## config.mk

```make
export PLATFORM = sky130hd
export DESIGN_NAME = dppm_div_cell
export DESIGN_NICKNAME = d
export VERILOG_FILES = /design/src/hdl/dppm_div_cell.sv
export SDC_FILE = /design/constraint.sdc
export NUM_CORES = 1
export LEC_CHECK = 0
export ABC_AREA = 1
export BUFFER_PORTS_ARGS = -buffer_cell sky130_fd_sc_hd__buf_2
export CAP_MARGIN = 10
export CORE_MARGIN = 2
export CORE_UTILIZATION = 49
export DETAILED_ROUTE_END_ITERATION = 6
export GPL_ROUTABILITY_DRIVEN = 0
export PLACE_DENSITY = 0.8
export SLEW_MARGIN = 20
export SYNTH_ARGS = -nofsm -noshare
export SYNTH_HDL_FRONTEND = slang
export SYNTH_SLANG_ARGS = --single-unit
```

## constraint.sdc

```tcl
create_clock -name clk -period 2.15 [get_ports clk]
set_input_delay 0.215 -clock clk [delete_from_list [all_inputs] [get_ports clk]]
set_output_delay 0.215 -clock clk [all_outputs]
set_load 0.02 [all_outputs]
```

## src/hdl/dppm_div_cell.sv

```systemverilog
// One restoring division step (one quotient bit), plus its register.
// Standalone; shared by the slope and pixel mapping chains.
module dppm_div_cell #(
  parameter int DIV_W  = 17,
  parameter int NUM_W  = 20,
  parameter int QUOT_W = 20,
  parameter int TAG_W  = 1
) (
  input  logic              clk,
  input  logic              en,
  input  logic [DIV_W-1:0]  rem_d,
  input  logic [NUM_W-1:0]  num_d,
  input  logic [QUOT_W-1:0] quot_d,
  input  logic [DIV_W-1:0]  div_d,
  input  logic [TAG_W-1:0]  tag_d,
  output logic [DIV_W-1:0]  rem_q,
  output logic [NUM_W-1:0]  num_q,
  output logic [QUOT_W-1:0] quot_q,
  output logic [DIV_W-1:0]  div_q,
  output logic [TAG_W-1:0]  tag_q
);

  logic [DIV_W:0] r2;
  logic [DIV_W:0] diff;
  logic           fits;

  assign r2   = {rem_d, num_d[NUM_W-1]};
  assign diff = r2 - {1'b0, div_d};
  assign fits = (r2 >= {1'b0, div_d});

  always_ff @(posedge clk) begin
    if (en) begin
      rem_q  <= fits ? diff[DIV_W-1:0] : r2[DIV_W-1:0];
      num_q  <= num_d << 1;
      quot_q <= {quot_d[QUOT_W-2:0], fits};
      div_q  <= div_d;
      tag_q  <= tag_d;
    end
  end

endmodule

```

==> summary.md, run 1 <==
| Metric | Value |
|---|---|
| Outcome | finished clean |
| Seq/Total Area, Yosys | 57.6% |
| Hold path cells | 1 |
| RSZ-0062 raised after global routing | false |
| Max cap viols | 0 |
| Max IR drop VDD | 0.282 mV |
| Hold path start | quot_d[11] |
| Chip Height | approximately 90 um |
| Fin crit share | a little over four fifths |
| Clock slew at reported path FFs | 0.08 ns |
| Crit. path cell count | 15 |
| Post-layout util | 66.8% |
| Max-slew violation count | 0 |
| Drt wl/cell | 13.9 um |
| Syn nets | 472 |
| Synth cell types | 27 |
| Worst Path Required | around 2.3 ns |
| Die Width | 92.7 um |
| Power density over the cells | 743 nW/um^2 |
| Io pins | 152 |
| Buf+Inv Stages, Crit Path | 3 |
| Layout cells sized above 1 | a little over two fifths |
| Overflow after GRT | 0 |
| Syn avg cell area | between 10 and 15 um^2 |
| Crit path largest cell delay | 0.44 ns |
| CTS tree | done |
| LEAKAGE | 2.65 nW |
| Crit path from | num_d[19] |
| Via count of the first global-routing pass | ~3.2k |
| CTS Buf Count | 9 |
| CP Cell Sequence | buf_2, inv_1, ha_1, inv_1, fa_1, nand3_1, nand3_1, nand2_1, nand2_1, nand2_1, nand2_1, nand2_1, nand2_1, nand2_1, nand2_1 |
| CTS max path bufs | 2 |
| Critical path fanouts, max | 4 |
| Routed Antenna Nets | 0 |
| Initial antenna violation count | 0 |
| Core Rows | 32 |
| Worst setup EP type | register |
| Vias | 3199 |
| Cells after Synth | 377 |
| # diodes | 0 |
| Crit path max-delay cell type | fa_1 |
| Setup Total Neg Slack | 0 ns |
| Worst Hold Class | in2reg |
| Port-buffer cells | 149 |
| CTS Root Cell | clkbuf_8 |
| Synthesized flop and latch total | 74 |
| Fin Hold WS | 0.0403 ns |
| Async set or reset register ratio after synthesis | 0% |
| Sink Count | 74 |
| Final hold violations | 0 |
| Critical path data arrival time | around 1.9 ns |
| Drt total wl | 9.31 mm |
| Placed Cells | between 600 and 700 |
| Max frequency | 551 MHz |
| H-tree depth | 3 |
| Number of setup buffers added after CTS | 1 |
| Most used cell, CP | nand2_1 |
| YS warnings | 0 |
| Hold Buf Count CTS | 0 |
| Initial Util | 50.2% |
| Primary FF master, synth | edfxtp_1 |
| Hold endpoint | quot_q[12] |
| Post-CTS sizing | 0 |
| Final Net Count | between 600 and 700 |
| Initial DRC count | 146 |
| Post-synth EDFFs | 74 |
| DPL Wire Length | 7.32 mm |
| Tot Pwr | 0.00382 W |
| Layout area overhead | 33.1% |
| Finished Layout Cells | 672 |
| DRC violations left | 0 |
| Critical Path Source Type | input port |
| Cell family with most CP delay | simple AND/OR/NAND/NOR gates |
| TritonRoute pass-1 iters | 4 |
| Die ar. | 8600 um^2 |
| Post-layout minimum cycle time | approximately 1.8 ns |
| Setup violators final | 0 |
| Critical path type | in2reg |
| Vias per cell | 4.76 |
| Largest net degree at the start of global routing | 45 |
| Overall Global Routing Usage | a little over a fifth |
| Core Area | 7690 um^2 |
| First-pass GRT wire length | 14.4 mm |
| Syn Std Cell Area | 3860 um^2 |
power by group:
group          leakage, nW  internal [W]  switching, W
combinational         1.84      0.000364      0.000607
sequential           0.724       0.00175     0.0000318
clock               0.0889      0.000538      0.000528
total                 2.65       0.00265       0.00117
placed cells by master, fill, tap and decap left out, types with 7 or more instances in the layout:
cell	Yosys	layout
edfxtp_1	74	74
buf_2	1	148
a21oi_1	9	9
xor2_1	7	7
ha_1	17	17
nand3_1	29	29
nand2_2	17	17
nand2_1	107	107
nand2_4	12	12
clkbuf_8	0	9
inv_1	64	64
buf_4	2	33
nor2_1	8	8
per-layer routing:
metal / up-vias / part of all wire [%] / GRT usage [%]
met1: 1455 / 38 / 23.8
met5: - / 0 / 0
li1: 1595 / - / -
met3: 16 / 8.5 / 5.13
met4: 0 / 1.4 / 5.51
met2: 133 / 52 / 41.1
logic make-up after synthesis:
group | after synthesis | synth area share, %
and+or+nand+nor | 191 | 24.8
buffers and inverters | 74 | 8.04
DFF | 74 | 57.6
adders and majority gates | 18 | 6.03
AOI/OAI and AO/OA | 12 | 1.85
xor gates and xnor gates | 7 | 1.59
other | 1 | 0.0972
sequential cells by signal, indices dropped and copies added, names as in the netlist:
register and flops:
quot_q 20, num_q 19, div_q 17, rem_q 17
tag_q 1
stage by stage:
| stage | instance area, um^2 | worst slack [ns] |
|---|---|---|
| 2_1_floorplan | 3860 | 0.361 |
| 3_3_place_gp | 4940 | -0.297 |
| 3_5_place_dp | 4940 | -0.415 |
| 4_1_cts | 5140 | 0.366 |
| 5_1_grt | 5140 | 0.147 |
| 6_report | 5140 | 0.336 |
worst max path at each step:
stage,end
floorplan,rem_q[4]
global placement,rem_q[9]
detailed placement,rem_q[15]
CTS,rem_q[16]
global route,rem_q[16]
finish,rem_q[16]
Yosys cell counts (2+ instances only):
| library cell | count | area, um^2 |
|---|---|---|
| ha_1 | 17 | 213 |
| nor2_1 | 8 | 30.0 |
| nand2_2 | 17 | 106 |
| edfxtp_1 | 74 | 2220 |
| a21oi_1 | 9 | 45.0 |
| nand2_4 | 12 | 135 |
| nand3_1 | 29 | 145 |
| nor2_2 | 5 | 31.3 |
| nand2_1 | 107 | 402 |
| nand3_2 | 4 | 40.0 |
| a21oi_2 | 2 | 17.5 |
| inv_1 | 64 | 240 |
| xor2_1 | 7 | 61.3 |
| buf_4 | 2 | 15.0 |
| inv_2 | 4 | 15.0 |
| nand4_1 | 4 | 25.0 |
| nor3_1 | 2 | 10.0 |
layout make-up:
class | instances | area (um^2)
clock inverters | 6 | 66.3
fillers | 620 | 2550
flip-flops and latches | 74 | 2220
multi-input cells | 229 | 1330
repair buffers | 182 | 1010
well taps | 102 | 128
inverters | 69 | 259
clock buffers | 10 | 128
Note: power is estimated with default switching activity, not from simulation.
==> run 2, diff against run 1 <==
==> constraint.sdc (replaced) <==
create_clock -name clk -period 1.7 [get_ports clk]
set_input_delay 0.17 -clock clk [delete_from_list [all_inputs] [get_ports clk]]
set_output_delay 0.17 -clock clk [all_outputs]
set_load 0.02 [all_outputs]
==> summary.md, run 2 (same netlist as run 1, synthesis figures left out) <==
| Metric | Value |
|---|---|
| Hold path start | div_d[3] (was quot_d[11]) |
| Initial DRC count | 123 (was 146) |
| Top reg by flops | quot_q (unchanged) |
| CTS tree | done (unchanged) |
| Number of setup buffers added after CTS | 0 (was 1) |
| Critical path type | in2reg (unchanged) |
| Tot Pwr | 0.00514 W (was 0.00382 W) |
| Initial Util | 50.2% (unchanged) |
| Worst Path Required | 1.80 ns (was 2.26 ns) |
| Io pins | 152 (unchanged) |
| Outcome | finished clean (unchanged) |
| Max cap viols | 0 (unchanged) |
| TritonRoute pass-1 iters | 4 (unchanged) |
| Drt total wl | 10.1 mm (was 9.31 mm) |
| Critical Path Source Type | input port (unchanged) |
| Worst setup EP type | register (unchanged) |
| RSZ-0062 raised after global routing | false (unchanged) |
| Layout cells sized above 1 | 42.5% (was 42.8%) |
| # diodes | 0 (unchanged) |
| Core Rows | 32 (unchanged) |
| Chip Height | 92.7 um (unchanged) |
| CTS Buf Count | 9 (unchanged) |
| H-tree depth | 3 (unchanged) |
| Max IR drop VDD | 0.435 mV (was 0.282 mV) |
| Most frequent cells in the layout | buf_2, nand2_1, edfxtp_1 (unchanged) |
| Biggest regs | quot_q: 20 flops, num_q: 19 flops (unchanged) |
| CTS max path bufs | 2 (unchanged) |
| Most common cell after layout, fill and taps aside | buf_2 (unchanged) |
| Fin Hold WS | 0.0220 ns (was 0.0403 ns) |
| Max frequency | 639 MHz |
| Via count of the first global-routing pass | 3464 (was 3179) |
| CTS Root Cell | clkbuf_8 (unchanged) |
| Initial antenna violation count | 0 (unchanged) |
| Post-layout util | 75.9% (was 66.8%) |
| Hold path cells | 1 (unchanged) |
| Port-buffer cells | 149 (unchanged) |
| Clock slew at reported path FFs | 0.08 ns (about the same) |
| Worst Hold Class | in2reg (unchanged) |
| Drt wl/cell | 14.1 um (was 13.9 um) |
| Largest register FFs | 20 (unchanged) |
| Setup violators final | 0 (unchanged) |
| Sink Count | 74 (unchanged) |
| Die Width | 92.7 um (unchanged) |
| Hold endpoint | div_q[3] (was quot_q[12]) |
| First-pass GRT wire length | 16.4 mm (was 14.4 mm) |
| Core Area | 7690 um^2 (unchanged) |
| Power density over the cells | 881 nW/um^2 (was 743 nW/um^2) |
| DRC violations left | 0 (unchanged) |
| Overall Global Routing Usage | 24.6% (was 21.5%) |
| Post-CTS sizing | 0 (unchanged) |
| LEAKAGE | 2.87 nW (was 2.65 nW) |
| Critical path data arrival time | 1.66 ns (was 1.92 ns) |
| Vias | 3387 (was 3199) |
| Final Net Count | 706 (was 660) |
| Final hold violations | 0 (unchanged) |
| Die ar. | 8600 um^2 (unchanged) |
| Fin crit share | 92.0% |
| Critical path fanouts, max | 18 (was 4) |
| Max-slew violation count | 0 (unchanged) |
| Post-layout minimum cycle time | 1.56 ns |
| Vias per cell | 4.72 (was 4.76) |
| Layout area overhead | 51.1% (was 33.1%) |
| Largest net degree at the start of global routing | 45 (unchanged) |
| Overflow after GRT | 0 (unchanged) |
| Routed Antenna Nets | 0 (unchanged) |
| DPL Wire Length | 7.13 mm (was 7.32 mm) |
[run 2: cell types whose count changed in the layout (fill, tap and decap cells not counted), moves of 2 or more]
cell | previous run | this run
clkinvlp_4 | 3 | 0
buf_4 | 33 | 31
nand2_1 | 107 | 105
dlygate4sd3_1 | 0 | 48
ha_1 | 17 | 2
ha_4 | 0 | 15
[run 2: worst max path at each step]
stage	slack (ns)	start	end	cells after the start
final	0.14	div_d[6]	rem_q[9]	11
after global routing	0.003	num_d[19]	rem_q[16]	15
after CTS	0.13	div_d[6]	rem_q[9]	11
after detailed placement	-0.26	div_d[6]	rem_q[13]	11
after global placement	-0.17	div_d[6]	rem_q[9]	11
after floorplan	0.02	div_d[2]	rem_q[4]	12
[run 2: cell type report]
cell class / count / area (um^2)
Multi-Input combinational cell: 229 / 1530
Inverter: 69 / 259
Clock buffer: 10 / 128
Tap cell: 102 / 128
Fill cell: 535 / 1860
Clock inverter: 6 / 87.6
Sequential cell: 74 / 2220
Timing Repair Buffer: 228 / 1470
[run 2: per-layer routing]
metal  vias to the layer above  wire [um]  track usage [%]
met5                         -          0                0
met4                         0        196             7.60
met3                        20        687             6.67
met2                       136       5210             46.0
met1                      1545       4030             27.2
li1                       1686          -                -
[run 2: stage by stage]
step | std cells | cell area (um^2) | worst slack, ns | setup TNS (ns)
floorplan | 377 | 4070 | 0.0161 | 0
global placement | 654 | 5140 | -0.166 | -2.57
detailed placement | 654 | 5140 | -0.257 | -3.83
CTS | 716 | 5810 | 0.134 | 0
global route | 718 | 5830 | 0.00313 | 0
finish | 718 | 5830 | 0.136 | 0
[run 2: power breakdown]
part	switching [W]	total, W	internal [W]
sequential	0.0000461	0.00226	0.00221
clock	0.000672	0.00151	0.000833
combinational	0.000805	0.00137	0.000568
[run 2: critical path, stage by stage]
cell,delay [ns]
buf_2,0.12
inv_1,0.10
ha_4,0.21
nand2_2,0.11
nor2_2,0.07
nand3_2,0.09
nor2_4,0.05
nor3_4,0.26
nand2_4,0.27
nand2_1,0.15
nand2_1,0.06
[run 2: repair_timing]
item,4_1_cts,5_1_grt
endpoints found under the setup margin,0,0
hold buffers,46,2
endpoints found under the hold margin,46,2
