$ cat src/hdl/dppm_pkg.sv
// Shared types and constants for the delay pair to pixel mapper.
// Used by the square root cell and the top level; depends on nothing.
package dppm_pkg;

  typedef struct packed {
    logic       loud_enough;
    logic [3:0] delay_horizontal;
    logic [3:0] delay_vertical;
  } in_item_t;

  typedef struct packed {
    logic       loud_flag;
    logic       mark_valid;
    logic [9:0] mark_column;
    logic [8:0] mark_row;
  } out_item_t;

  typedef enum logic [1:0] {
    CFG_DELAY_OFFSET     = 2'd0,
    CFG_SINE_PER_TICK    = 2'd1,
    CFG_SLOPE_HORIZONTAL = 2'd2,
    CFG_SLOPE_VERTICAL   = 2'd3
  } cfg_index_t;

  localparam logic [3:0]  DELAY_OFFSET_RST     = 4'd5;
  localparam logic [15:0] SINE_PER_TICK_RST    = 16'd4642;
  localparam logic [15:0] SLOPE_HORIZONTAL_RST = 16'd24982;
  localparam logic [15:0] SLOPE_VERTICAL_RST   = 16'd18344;

  // Q4.16 slope limit
  localparam logic [19:0] T_LIMIT = 20'hFFFFF;

  // Square root state: partial remainder, partial root, radicand bits left
  typedef struct packed {
    logic [17:0] rem;
    logic [16:0] root;
    logic [33:0] rad;
  } sqrt_state_t;

endpackage

$ cat src/hdl/dppm_sqrt_cell.sv
// One digit step of the pipelined integer square root, plus its register.
// Depends on dppm_pkg for the state struct.
module dppm_sqrt_cell #(
  parameter int TAG_W = 1
) (
  input  logic                      clk,
  input  logic                      en,
  input  dppm_pkg::sqrt_state_t     d,
  input  logic [TAG_W-1:0]          tag_d,
  output dppm_pkg::sqrt_state_t     q,
  output logic [TAG_W-1:0]          tag_q
);

  logic [19:0] r2;
  logic [19:0] trial;
  logic        fits;

  assign r2    = {d.rem, d.rad[33:32]};
  assign trial = {1'b0, d.root, 2'b01};
  assign fits  = (r2 >= trial);

  always_ff @(posedge clk) begin
    if (en) begin
      q.rem  <= fits ? 18'(r2 - trial) : 18'(r2);
      q.root <= {d.root[15:0], fits};
      q.rad  <= {d.rad[31:0], 2'b00};
      tag_q  <= tag_d;
    end
  end

endmodule

$ cat config.mk
export PLATFORM = sky130hd
export DESIGN_NAME = dppm_sqrt_cell
export DESIGN_NICKNAME = d
export VERILOG_FILES = /design/src/hdl/dppm_pkg.sv /design/src/hdl/dppm_sqrt_cell.sv
export SDC_FILE = /design/constraint.sdc
export NUM_CORES = 1
export LEC_CHECK = 0
export BUFFER_PORTS_ARGS = -buffer_cell sky130_fd_sc_hd__clkbuf_2
export CORE_UTILIZATION = 40
export DETAILED_ROUTE_END_ITERATION = 10
export PLACE_DENSITY = 0.69
export REMOVE_ABC_BUFFERS = 1
export SLEW_MARGIN = 10
export SYNTH_ARGS = -nofsm -noshare
export SYNTH_HDL_FRONTEND = slang
export SYNTH_SLANG_ARGS = --single-unit
$ cat constraint.sdc
create_clock -name clk -period 7.9 [get_ports clk]
set_clock_uncertainty 0.2 [all_clocks]
set_input_delay 1.58 -clock clk [delete_from_list [all_inputs] [get_ports clk]]
set_output_delay 1.58 -clock clk [all_outputs]
set_load 0.05 [all_outputs]
==> flow_summary.yaml, run 1 <==
final_layout:
  fillCellCount: 701
  syn2layout_area_growth_pct: 30.3
  antenna_cells_inserted: 0
  layout.cells.most_common_list: "138 x clkbuf_2, 68 x edfxtp_1, 22 x inv_1, 19 x ha_1, 16 x a21oi_1"
  final_cell_area_sq_mm: 0.00430
  proportion_of_layout_cells_with_a_drive_suffix_above_1_pct: 44.4
  layoutNonFillerInstCount: 496
  final_common_cell: "clkbuf_2"
  fin_util_pct: 54.8
  nNetsFinal: 480
sta:
  maximum_clock_frequency_ghz: 0.239
  final-hold-violation-count: 0
  final.hold.worst_slack_ns: 1.20
  relSlewSlack_pct: 38.1
  count_of_pins_over_their_slew_limit: 0
  setup-violations-final: 0
  rsz_0062_raised_after_global_routing: "no"
  worst-slew-pin-transition_ns: 0.928
  period_needed_ns: 4.18
  fin_setup_tns_ns: 0
  min_period_over_period_pct: 52.9
cts:
  cts.path.max_buffers: 2
  cts.hold.buffers_added: 0
  postCtsSetupRepairBufs: 0
  clock_sinks: 68
  cts-buffers-inserted: 9
  cts_htree_levels: 3
  clk_transition_reported_paths_ns: 0.09
  root_buffer: "clkbuf_8"
  tritoncts: "built"
  post_cts_resized: 0
synth:
  synthesized_area_fraction_occupied_by_xor_and_xnor_cells_pct: 3.18
  synth-seq-cells: 68
  synth-async-reset-ratio_pct: 0
  largest_family_of_logic_cells_by_synthesized_area: "compound AO/OA/AOI/OAI gates"
  post_synthesis_mux_area_share_pct: 4.74
  synth-simple-area-share_pct: 7.24
  synth_edf_count: 68
  synth_sequential_area_ratio_pct: 61.8
  most_used_flip_flop_cell_after_synthesis: "edfxtp_1"
  synth_area_per_cell_sq_um: 13.6
  synthesis.area_sq_mm: 0.00330
  netlist_instances: 243
  synthAdderAreaFrac_pct: 7.20
  yosys_warnings: 0
  synth-compound-area-share_pct: 11.5
  synth_cell_types: 46
worst_hold_path:
  holdCritStartpoint: "d[10]"
  worst_hold_path.endpoint: "q[12]"
  holdCritPathClass: "in2reg"
  holdPathStages: 1
worst_setup_path:
  timing.critical_path.cells: "clkbuf_2, inv_1, ha_1, a21o_1, a211oi_1, o2111a_2, or2_1, mux2_2"
  worstPathBufferInverterCount: 2
  worst_path_dominant_cell_family: "compound AO/OA/AOI/OAI gates"
  critical_path_peak_fanout: 19
  worstSetupStartpointType: "primary input"
  worstPathArrival_ns: 4.07
  critical-path-max-stage-delay_ns: 0.73
  cp_slowest_cell: "or2_1"
  required_ns: 7.79
  crit_path_end_kind: "flop"
  setup.worst_path.class: "in2reg"
detailed_routing:
  post_drt_via_cell_ratio: 4.87
  antenna_violating_nets_post_route: 0
  detail_route.drc_violations: 0
  finalWirelength_um: 7360
  number_of_design_rule_violations_left_by_the_first_detailed_router_iteration: 140
  firstDrtPassIters: 4
  drt-wirelength-per-cell_um: 14.8
  detailroute.via_count: 2416
global_routing:
  initial_antenna_violation_count: 0
  grt_max_degree: 69
  grt-ovfl-total: 0
  grt_first_pass_wirelength_um: 11400
  track_usage_pct: 17.3
  via_count_of_the_first_global_routing_pass: 2358
power:
  p_sw_uw: 368
  pwr-share-clk_pct: 30.3
  power.leakage_nw: 1.95
  vdd_drop_max_mv: 0.0886
  power_switching_share_pct: 34.2
  portion_of_total_power_attributed_to_combinational_logic_pct: 27.7
  power_report.internal_total_uw: 707
  powerDensity_mw_per_mm2: 250
  power.share.sequential_pct: 42.0
floorplan:
  die-height_um: 92.9
  std_cell_rows: 32
  fp.dieArea_sq_mm: 0.00862
  dieWidth_um: 92.9
  initial_core_util_pct: 42.1
  design.portCount: 142
  core_region_area_sq_mm: 0.00785
job:
  timing.max_cap.violations: 0
placed_design:
  gp_congestion: 0.817
  numPlacedInstances: 480
  place_hpwl_um: 5470
  io_buffer_count: 139
  placed_area_sq_mm: 0.00408
outcome:
  run_status: "finished clean"
## per-stage QoR
step,power (mW),worst slack (ns)
floorplan,0.680,3.88
global placement,0.754,3.39
detailed placement,0.758,3.34
CTS,1.08,3.71
global route,1.12,3.55
finish,1.07,3.72
## kinds of logic (layout without fill, tap and decap cells)
logic type      count (synthesis)  in the layout
xor+xnor                       12             12
flops                          68             68
mux                            13             13
fa+ha+maj                      19             19
buf+inv                        28            178
compound gates                 57             57
other cells                     1              2
simple gates                   45             45
## layout make-up
cell class,count,area [sq um],area share [%]
Sequential cell,68,2040,47.5
Multi-Input combinational cell,148,1120,26.1
Timing Repair Buffer,140,703,16.3
Tap cell,102,128,2.97
Clock buffer,9,124,2.88
Clock inverter,7,98.8,2.30
Inverter,22,82.6,1.92
## power groups by stage
stage               Sequential (mW)  Clock (mW)  Combinational, mW
global placement              0.459           0              0.296
CTS                           0.452       0.332              0.300
global route                  0.454       0.346              0.318
detailed placement            0.459           0              0.299
floorplan                     0.588           0             0.0920
finish                        0.451       0.326              0.298
## registers in the layout, indices dropped and copies added, names as in the netlist
signal,flops
tag_q,1
q,67
## synth_stat cells, types with 2 or more instances
cell | count | area (sq um)
a31oi_1 | 2 | 12.5
a21o_1 | 3 | 22.5
o31ai_1 | 3 | 22.5
xnor2_1 | 7 | 61.3
nand2_1 | 11 | 41.3
nor2b_1 | 3 | 18.8
ha_1 | 19 | 238
mux2_2 | 9 | 101
buf_4 | 2 | 15.0
nor3_1 | 5 | 25.0
edfxtp_1 | 68 | 2040
o21ai_0 | 15 | 75.1
mux2_4 | 3 | 45.0
o21a_1 | 4 | 30.0
o211ai_1 | 4 | 30.0
nand3_1 | 4 | 20.0
xor2_1 | 5 | 43.8
a21oi_1 | 16 | 80.1
nand2b_1 | 4 | 25.0
a211oi_1 | 2 | 15.0
inv_1 | 22 | 82.6
nor2_1 | 8 | 30.0
## worst max path at each step
stage	start	to	slack, ns	cells after the start
final	d[49]	q[57]	3.72	8
after global routing	d[45]	q[57]	3.55	9
after CTS	d[49]	q[57]	3.71	8
after detailed placement	d[49]	q[61]	3.34	8
after global placement	d[49]	q[56]	3.39	8
after floorplan	d[45]	q[53]	3.88	8
## layer usage
layer / track usage (%) / wire, um / vias to the layer above
met5: 0 / 0 / -
met1: 21.6 / 3120 / 1098
met3: 4.27 / 554 / 9
li1: - / - / 1202
met4: 6.92 / 106 / 0
met2: 28.8 / 3580 / 107
No activity file was read; power rests on OpenSTA's default activity.
==> run 2: changes to the inputs <==
--- a/config.mk
+++ b/config.mk
@@ -8,7 +8,7 @@
 export BUFFER_PORTS_ARGS = -buffer_cell sky130_fd_sc_hd__clkbuf_2
 export CORE_UTILIZATION = 40
 export DETAILED_ROUTE_END_ITERATION = 10
-export PLACE_DENSITY = 0.69
+export PLACE_DENSITY = 0.72
 export REMOVE_ABC_BUFFERS = 1
 export SLEW_MARGIN = 10
 export SYNTH_ARGS = -nofsm -noshare
==> constraint.sdc (replaced) <==
create_clock -name clk -period 3.35 [get_ports clk]
set_clock_uncertainty 0.2 [all_clocks]
set_input_delay 0.67 -clock clk [delete_from_list [all_inputs] [get_ports clk]]
set_output_delay 0.67 -clock clk [all_outputs]
set_load 0.05 [all_outputs]
==> run 2 against run 1 <==
Compared with the run above: cell count grew 1.2%; final area grew 1.6%; wire length grew 2.8%; worst setup slack lost 3.2 ns; clock power grew 130%; die area is the same; critical path type unchanged; largest power group unchanged.
==> flow_summary.yaml, run 2 (synthesis gave the netlist of run 1 again) <==
worst_hold_path:
  worst_hold_path.endpoint: "q[27]"
  holdCritPathClass: "in2reg"
  holdPathStages: 1
  holdCritStartpoint: "d[25]"
placed_design:
  place_hpwl_um: 5840
  io_buffer_count: 139
  gp_congestion: 0.827
detailed_routing:
  number_of_design_rule_violations_left_by_the_first_detailed_router_iteration: 106
  detail_route.drc_violations: 0
  detailroute.via_count: 2488
  finalWirelength_um: 7560
  antenna_violating_nets_post_route: 0
  drt-wirelength-per-cell_um: 15.1
  post_drt_via_cell_ratio: 4.96
  firstDrtPassIters: 4
cts:
  root_buffer: "clkbuf_8"
  tritoncts: "built"
  postCtsSetupRepairBufs: 0
  cts.hold.buffers_added: 0
  clk_transition_reported_paths_ns: 0.08
  cts_htree_levels: 3
  clock_sinks: 68
  post_cts_resized: 0
  cts.path.max_buffers: 2
  cts-buffers-inserted: 9
floorplan:
  dieWidth_um: 92.9
  initial_core_util_pct: 42.1
  std_cell_rows: 32
  core_region_area_sq_mm: 0.00785
  design.portCount: 142
  fp.dieArea_sq_mm: 0.00862
  die-height_um: 92.9
global_routing:
  grt.met2_usage_pct: 29.7
  grt-ovfl-total: 0
  use_met1_pct: 21.2
  grtUsageMet3_pct: 4.68
  via_count_of_the_first_global_routing_pass: 2442
  track_usage_pct: 17.9
  initial_antenna_violation_count: 0
  grt_max_degree: 44
  top_usage_layer: "met2"
  grt_first_pass_wirelength_um: 11600
sta:
  final-hold-violation-count: 0
  period_needed_ns: 2.80
  min_period_over_period_pct: 83.5
  relSlewSlack_pct: 55.9
  maximum_clock_frequency_ghz: 0.358
  fin_setup_tns_ns: 0
  worst-slew-pin-transition_ns: 0.661
  setup-violations-final: 0
  count_of_pins_over_their_slew_limit: 0
  rsz_0062_raised_after_global_routing: "no"
final_layout:
  final_common_cell: "clkbuf_2"
  syn2layout_area_growth_pct: 32.4
  largest_register: "q"
  top_regs: "q (67), tag_q (1)"
  antenna_cells_inserted: 0
  layout.cells.most_common_list: "138 x clkbuf_2, 68 x edfxtp_1, 22 x inv_1, 19 x ha_1, 16 x a21oi_1"
  nNetsFinal: 486
  proportion_of_layout_cells_with_a_drive_suffix_above_1_pct: 45.3
  largest_register_ffs: 67
worst_setup_path:
  critical_path_peak_fanout: 7
  required_ns: 3.26
  worstPathArrival_ns: 2.71
  crit_path_end_kind: "flop"
  worstSetupStartpointType: "primary input"
  setup.worst_path.class: "in2reg"
power:
  powerDensity_mw_per_mm2: 583
  vdd_drop_max_mv: 0.220
  power.leakage_nw: 1.98
  fin_total_pwr_mw: 2.55
job:
  timing.max_cap.violations: 0
outcome:
  run_status: "finished clean"
==> run 2: cell type report <==
class | instances | area [sq um]
clock buffers | 9 | 124
clock inverters | 7 | 97.6
fillers | 695 | 3480
inverters | 22 | 82.6
multi-input cells | 148 | 1120
flip-flops and latches | 68 | 2040
well taps | 102 | 128
repair buffers | 146 | 773
==> run 2: critical path: stages <==
cell,delay [ns]
clkbuf_2,0.09
inv_1,0.04
ha_1,0.41
nand4_2,0.18
nor3_2,0.20
a41oi_1,0.13
o2111a_2,0.20
or2_1,0.28
buf_4,0.19
mux2_4,0.31
==> run 2: through the flow <==
step	instance area, sq um	utilization, %	cells	worst slack, ns	hold WS, ns
6_report	4370	55.7	502	0.554	0.289
5_1_grt	4370	55.7	502	0.390	0.271
4_1_cts	4370	55.7	502	0.545	0.276
3_5_place_dp	4150	52.9	486	0.181	0.649
3_3_place_gp	4150	52.9	486	0.212	0.647
2_1_floorplan	3250	-	238	0.239	0.569
==> run 2: how the worst max path moves through the flow <==
| stage | startpoint | end | slack (ns) | cells past startpoint |
|---|---|---|---|---|
| final | d[41] | q[63] | 0.55 | 10 |
| after global routing | d[41] | q[67] | 0.39 | 10 |
| after CTS | d[41] | q[63] | 0.54 | 10 |
| after detailed placement | d[41] | q[63] | 0.18 | 10 |
| after global placement | d[41] | q[64] | 0.21 | 10 |
| after floorplan | d[45] | q[53] | 0.24 | 8 |
==> run 2: per-layer routing <==
metal	part of all wire [%]	routed length [um]
met5	0	0
met4	1.9	143
met3	7.4	563
met2	50	3760
met1	41	3090
==> run 2: power breakdown <==
part	total (mW)	leakage, nW	switching [mW]	internal (mW)
sequential	1.06	0.665	0.0242	1.04
combinational	0.722	1.21	0.505	0.217
clock	0.764	0.106	0.341	0.423
total	2.55	1.98	0.871	1.68
